<file path="config.mk">
export PLATFORM = sky130hd
export DESIGN_NAME = rcst_ctrl
export DESIGN_NICKNAME = d
export VERILOG_FILES = /design/src/hw/rtl/rcst_pkg.sv /design/src/hw/rtl/rcst_ctrl.sv
export VERILOG_INCLUDE_DIRS = /design/src /design/src/hw/rtl
export SDC_FILE = /design/constraint.sdc
export NUM_CORES = 1
export LEC_CHECK = 0
export ABC_AREA = 1
export BUFFER_PORTS_ARGS = -buffer_cell sky130_fd_sc_hd__buf_2
export CAP_MARGIN = 20
export CORE_AREA = 2 2 39 41
export DETAILED_ROUTE_END_ITERATION = 10
export DIE_AREA = 0 0 41 43
export GPL_TIMING_DRIVEN = 0
export PLACE_DENSITY = 0.61
export SYNTH_ARGS = -nofsm -noshare
export SYNTH_HDL_FRONTEND = slang
export SYNTH_SLANG_ARGS = --single-unit
</file>
<file path="constraint.sdc">
create_clock -name clk -period 1.05 [get_ports clk]
set_input_delay 0.21 -clock clk [delete_from_list [all_inputs] [get_ports clk]]
set_output_delay 0.21 -clock clk [all_outputs]
set_load 0.005 [all_outputs]
</file>
<file path="src/hw/rtl/row_column_swap_table_defines.svh">
// assertion macros used by the table control rtl
`ifndef ROW_COLUMN_SWAP_TABLE_DEFINES_SVH
`define ROW_COLUMN_SWAP_TABLE_DEFINES_SVH

// same-cycle implication, off during reset
`define RCST_ASSERT_NOW(label, ante, cons, msg) \
  label: assert property (@(posedge clk) disable iff (rst) (ante) |-> (cons)) \
    else $error(msg);

// next-cycle implication, off during reset
`define RCST_ASSERT_NEXT(label, ante, cons, msg) \
  label: assert property (@(posedge clk) disable iff (rst) (ante) |=> (cons)) \
    else $error(msg);

`endif

</file>
<file path="src/hw/rtl/rcst_pkg.sv">
package rcst_pkg;

  localparam int CFG_DATA_W = 9;
  localparam int CFG_INDEX_W = 1;

  localparam logic [CFG_INDEX_W-1:0] REG_ROWS_IN_USE = 1'b0;
  localparam logic [CFG_INDEX_W-1:0] REG_COLS_IN_USE = 1'b1;

  localparam logic [CFG_DATA_W-1:0] ROWS_IN_USE_RESET = 9'd256;
  localparam logic [CFG_DATA_W-1:0] COLS_IN_USE_RESET = 9'd256;

  typedef enum logic [1:0] {
    FUNC_LOAD      = 2'd0,
    FUNC_SWAP_COLS = 2'd1,
    FUNC_SWAP_ROWS = 2'd2,
    FUNC_GET       = 2'd3
  } func_t;

  typedef struct packed {
    func_t              func;
    logic [7:0]         index_a;
    logic [7:0]         index_b;
    logic signed [31:0] value;
  } in_item_t;

  typedef struct packed {
    logic signed [31:0] read_value;
    logic               status;
  } out_item_t;

  typedef enum logic [2:0] {
    S_IDLE,
    S_EXEC,
    S_SWAP_RD_B,
    S_SWAP_WR_A,
    S_SWAP_WR_B,
    S_GET_CELL,
    S_GET_DATA,
    S_DONE
  } state_t;

  typedef struct packed {
    logic capture;
    logic cell_write;
    logic cell_read;
    logic row_read;
    logic row_sel_b;
    logic col_read;
    logic col_sel_b;
    logic tmp_load;
    logic row_write;
    logic col_write;
    logic write_b;
    logic result_load;
    logic out_load;
  } dp_cmd_t;

  typedef struct packed {
    func_t func;
    logic  in_range;
    logic  out_valid;
  } dp_status_t;

endpackage

</file>
<file path="src/hw/rtl/rcst_ctrl.sv">
`include "row_column_swap_table_defines.svh"

module rcst_ctrl (
  input  logic                 clk,
  input  logic                 rst,
  input  logic                 in_valid,
  output logic                 in_ready,
  input  logic                 out_ready,
  input  rcst_pkg::dp_status_t status,
  output rcst_pkg::dp_cmd_t    cmd
);

  rcst_pkg::state_t state;
  rcst_pkg::state_t state_next;

  always_ff @(posedge clk) begin
    if (rst) begin
      state <= rcst_pkg::S_IDLE;
    end else begin
      state <= state_next;
    end
  end

  always_comb begin
    state_next = state;
    cmd        = '0;
    in_ready   = 1'b0;
    case (state)
      rcst_pkg::S_IDLE: begin
        in_ready = 1'b1;
        if (in_valid) begin
          cmd.capture = 1'b1;
          state_next  = rcst_pkg::S_EXEC;
        end
      end
      rcst_pkg::S_EXEC: begin
        if (!status.in_range) begin
          state_next = rcst_pkg::S_DONE;
        end else begin
          case (status.func)
            rcst_pkg::FUNC_LOAD: begin
              cmd.cell_write = 1'b1;
              state_next     = rcst_pkg::S_DONE;
            end
            rcst_pkg::FUNC_SWAP_COLS: begin
              cmd.col_read = 1'b1;
              state_next   = rcst_pkg::S_SWAP_RD_B;
            end
            rcst_pkg::FUNC_SWAP_ROWS: begin
              cmd.row_read = 1'b1;
              state_next   = rcst_pkg::S_SWAP_RD_B;
            end
            default: begin
              cmd.row_read  = 1'b1;
              cmd.col_read  = 1'b1;
              cmd.col_sel_b = 1'b1;
              state_next    = rcst_pkg::S_GET_CELL;
            end
          endcase
        end
      end
      rcst_pkg::S_SWAP_RD_B: begin
        cmd.tmp_load = 1'b1;
        if (status.func == rcst_pkg::FUNC_SWAP_ROWS) begin
          cmd.row_read  = 1'b1;
          cmd.row_sel_b = 1'b1;
        end else begin
          cmd.col_read  = 1'b1;
          cmd.col_sel_b = 1'b1;
        end
        state_next = rcst_pkg::S_SWAP_WR_A;
      end
      rcst_pkg::S_SWAP_WR_A: begin
        cmd.row_write = (status.func == rcst_pkg::FUNC_SWAP_ROWS);
        cmd.col_write = (status.func != rcst_pkg::FUNC_SWAP_ROWS);
        state_next    = rcst_pkg::S_SWAP_WR_B;
      end
      rcst_pkg::S_SWAP_WR_B: begin
        cmd.row_write = (status.func == rcst_pkg::FUNC_SWAP_ROWS);
        cmd.col_write = (status.func != rcst_pkg::FUNC_SWAP_ROWS);
        cmd.write_b   = 1'b1;
        state_next    = rcst_pkg::S_DONE;
      end
      rcst_pkg::S_GET_CELL: begin
        cmd.cell_read = 1'b1;
        state_next    = rcst_pkg::S_GET_DATA;
      end
      rcst_pkg::S_GET_DATA: begin
        cmd.result_load = 1'b1;
        state_next      = rcst_pkg::S_DONE;
      end
      rcst_pkg::S_DONE: begin
        if (!status.out_valid || out_ready) begin
          cmd.out_load = 1'b1;
          state_next   = rcst_pkg::S_IDLE;
        end
      end
      default: begin
        state_next = rcst_pkg::S_IDLE;
      end
    endcase
  end

  `RCST_ASSERT_NOW(a_out_load_free, cmd.out_load, !status.out_valid || out_ready,
                   "result loaded over an untaken result")
  `RCST_ASSERT_NOW(a_cell_write_load, cmd.cell_write,
                   status.in_range && status.func == rcst_pkg::FUNC_LOAD,
                   "cell write outside an in-range load")
  `RCST_ASSERT_NOW(a_one_map_write, 1'b1, !(cmd.row_write && cmd.col_write),
                   "both maps written in one cycle")
  `RCST_ASSERT_NEXT(a_swap_pair, state == rcst_pkg::S_SWAP_WR_A,
                    state == rcst_pkg::S_SWAP_WR_B, "swap lost its second write")

endmodule

</file>
* After elaboration in Yosys (flattened, before gate mapping) *
Index checks and enable logic that the tools add are counted.

word-level totals
  output and inout bits = 14
  input port bits = 8
  memory bits (read-only) = 0
  memories = 0
  register bits after elaboration = 3
  latch bits = 0
  RAM bits = 0

operators by class
  divide/modulo/power cells = 0
  $mul = 0
  shift operators = 0
  order comparisons = 0
  eq/ne operators = 12
  add/sub/neg operators = 0
  multiplexer cells = 28
  bitwise gates (word level) = 0
  reductions and logical operators = 11

operators with widths
  operator                                                         count
  3-bit case mux with 7 select lines                               1
  1-bit 2-to-1 mux                                                 17
  3-bit == test, second input constant                             4
  2-bit OR reduction                                               5
  3-bit 2-to-1 mux                                                 3
  2-bit 2-to-1 mux                                                 4
  3-bit by 2-bit == test with 1-bit output, second input constant  2
  2-bit inequality test, second input constant                     3
  3-bit case mux with 2 select lines                               1
  2-bit case mux with 2 select lines                               1
  3-bit by 1-bit == test with 1-bit output, second input constant  1
  3-bit logical NOT                                                1
  3-bit OR reduction                                               1
  2-bit by 1-bit == test with 1-bit output, second input constant  1
  2-bit == test, second input constant                             1
  2-bit logical NOT                                                1
  1-bit case mux with 2 select lines                               1
  2-bit AND reduction                                              1
  1-bit logical NOT                                                1
  1-bit logical OR                                                 1

* Logic depth before layout (Yosys ltp) *
  depth after elaboration = 5
  depth in mapped cells = 6

* Least setup slack after synthesis *
OpenSTA, ideal clock, no wires.

  path type = flip-flop to output port
  from = register state[2]
  to = output port cmd[9] (netlist bit)
  cell stages (with the launch flop) = 5
  arrival = 0.861 ns
  slack = -0.021 ns
  cells stage by stage = dfxtp_1 > inv_2 > nand3_2 > nor2_1 > a31o_1

RTL lines
  what                    line             source
  start, declared         rcst_ctrl.sv:13  rcst_pkg::state_t state;
  start signal, assigned  rcst_ctrl.sv:18  state <= rcst_pkg::S_IDLE;
  start signal, assigned  rcst_ctrl.sv:20  state <= state_next;
  end, declared           rcst_ctrl.sv:10  output rcst_pkg::dp_cmd_t cmd

==> results_dict.tcl <==
set metrics [dict create \
    dp_hpwl_um 736 \
    wl_met2_um 640 \
    p_leak_nw 0.385 \
    initial_core_util_pct 26.8 \
    place_congestion 0.709 \
    p_clk_share_pct 17.5 \
    avgSynthCellArea_um2 5.88 \
    yosys_warnings 0 \
    r2r_slack_ns -0.02 \
    violations "negative setup slack" \
    max_stage_delay_ns 0.39 \
    final_cell_mix "21 x buf_2, 10 x inv_1, 9 x nor2_1, 9 x nand2_1, 6 x buf_4" \
    drt_first_pass_iters 3 \
    r2r_cells 7 \
    yosysSeqAreaShare_pct 16.2 \
    wl_per_cell_um 10.3 \
    final_nets 108 \
    multi_input_area_um2 322 \
    cts-buffers-inserted 3 \
    synth.distinct_cells 16 \
    drt_iter0_markers 8 \
    drcViolationCount 0 \
    fmax_mhz 742 \
    wl_met1_um 445 \
    cts_tree "built" \
    grt_pass1_vias 420 \
    ys_ff_latch 3 \
    setup_ws_ns -0.298 \
    synth_compound_area_share_pct 13.5 \
    cp.arrival_ns 1.14 \
    crit_path_start_kind "flop" \
    num_rows 14 \
    setup_tns_ns -3.16 \
    final_common_cell "buf_2" \
    cap_violations 0 \
    worstSetupPathType "flop to output port" \
    grt_pass1_wl_um 1590 \
    cts_hold_buffers 0 \
    top_layer_used "met3" \
    synth.cell_area_um2 370 \
    cts_max_level 1 \
    crit_chain "inv_6, nand3_4, nor2_4, a31o_1, buf_2" \
    r2r_start "state[2]" \
    grt_overflow 0 \
    yosys.area_share.adder_pct 10.1 \
    antenna_found_initial 0 \
    reg2reg_to "state[1]" \
    p_seq_share_pct 22.1 \
    fin_area_um2 678 \
    finalSetupViolCount 15 \
    p_sw_w 0.000497 \
    port-buffer-count 21 \
    clk_transition_reported_paths_ns 0.04 \
    tightestPinTransition_ns 0.189 \
    netlist_instances 63 \
    internal-power_w 0.000637 \
    reg_top3 "state (3)" \
    clock-sinks 3 \
    top_register "state" \
    final_antenna_net_count 0 \
    period_share_pct 128 \
    core_um2 1380 \
    endpoint "cmd[9]" \
    hold_violations 0 \
    wirelength_um 1150 \
    n_antenna_cell 0 \
    swShare_pct 43.8 \
    hold_path_class "input port to flop" \
    fin_skew_ns 0.00462 \
    clockBufferDepth 2 \
    outcome "complete, but fails checks" \
    die_width_um 41 \
    grt_max_degree 8 \
    min_from "rst" \
    cp_slowest_cell "dfxtp_4" \
    cts_root_buf "clkbuf_4" \
    synth-xor-area-share_pct 0 \
    ff_latch_area_um2 71.3 \
    fillers 142 \
    synth.mux.area_fraction_pct 0 \
    drive_gt1_share_pct 59.4 \
    die_h_um 43 \
    hold_depth 2 \
    clk_latency_ns 0.23 \
    crit_required_ns 0.84 \
    ir_drop_mv 0.763 \
    via_count 499 \
    power_w 0.00113 \
    synthSimpleGateAreaFrac_pct 44.9 \
    dieArea_um2 1760 \
    slew_violations 0 \
    placed_area_um2 498 \
    combPwrFrac_pct 60.3 \
    via_per_inst 4.46 \
    critPathCaptureType "output port" \
    grt_usage_pct 12.8 \
    syn-num-nets 74 \
    final.min_clock_period_ns 1.35 \
    io_pins 22 \
    synth_top_family_by_area "simple AND/OR/NAND/NOR gates" \
    largest_reg_flops 3 \
    cp_max_fo 7 \
    power-per-cell-area_nw_per_um2 1670 \
    met3_length_um 65 \
    rsz0062_at_grt "true" \
    startpoint "state[2]" \
    syn2layout_area_growth_pct 83.1 \
    relSlewSlack_pct 87.4 \
    fin_util_pct 49.0 \
]
==> cell families (layout without fill, tap and decap cells) <==
family | count (synthesis) | in the layout
flip-flops | 3 | 3
adder cells (fa/ha/maj) | 3 | 3
AO/OA/AOI/OAI | 8 | 8
AND/OR/NAND/NOR | 34 | 34
buffers and inverters | 15 | 48
==> synthesized netlist by cell type (all sizes together) <==
cell type	instances	area [um2]
a21oi	3	18.8
o21ai	2	10.0
a31o	1	8.76
nand3	6	40.0
nor2	15	75.1
o22ai	2	12.5
nand2	11	41.3
nor3	2	10.0
ha	3	37.5
dfxtp	3	60.1
inv	15	56.3
==> worst max-delay path, delay by kind of cell (launching register included) <==
family                 cells  cell delay [ns]
flip-flops                 1             0.39
buffers and inverters      2             0.18
AO/OA/AOI/OAI              1             0.18
AND/OR/NAND/NOR            2             0.15
==> cell type report <==
class / count / share of cell area [%]
sequential: 3 / 10.5
tap: 16 / 2.95
timing repair buffer: 29 / 25.5
inverter: 15 / 9.78
clock buffer: 4 / 3.87
multi-input combinational: 45 / 47.4
==> worst min path at each step <==
stage	slack (ns)	to
detailed placement	0.40	state[2]
finish	0.15	state[2]
CTS	0.15	state[2]
floorplan	0.28	state[2]
global route	0.15	state[2]
global placement	0.40	state[2]
==> power groups by stage <==
stage | clock network, W | registers (W) | logic, W
2_1_floorplan | 0 | 0.000186 | 0.000296
3_5_place_dp | 0 | 0.000199 | 0.000439
3_3_place_gp | 0 | 0.000198 | 0.000434
4_1_cts | 0.000211 | 0.000230 | 0.000559
6_report | 0.000199 | 0.000251 | 0.000684
5_1_grt | 0.000229 | 0.000254 | 0.000757
==> metal layers <==
metal  global-route usage, %  up-vias
li1                        -      264
met1                    14.1      219
met2                    21.6       16
met3                    4.71        0
met4                    4.00        0
met5                       0        -
==> timing repair <==
action / CTS / global route
pin swaps: 2 / 10
gates resized for setup: 15 / 13
cloned: 0 / 0
endpoints found under the setup margin: 14 / 16
buffers inserted: 5 / 3
==> per-stage QoR <==
step                      cells  hold slack [ns]  worst slack (ns)
final                       112            0.152            -0.298
after global routing        112            0.150            -0.361
after CTS                   109            0.147            -0.311
after detailed placement    100            0.405            -0.232
after global placement      100            0.403            -0.214
after floorplan              63            0.279            0.0114
(Power assumes the default switching activity.)
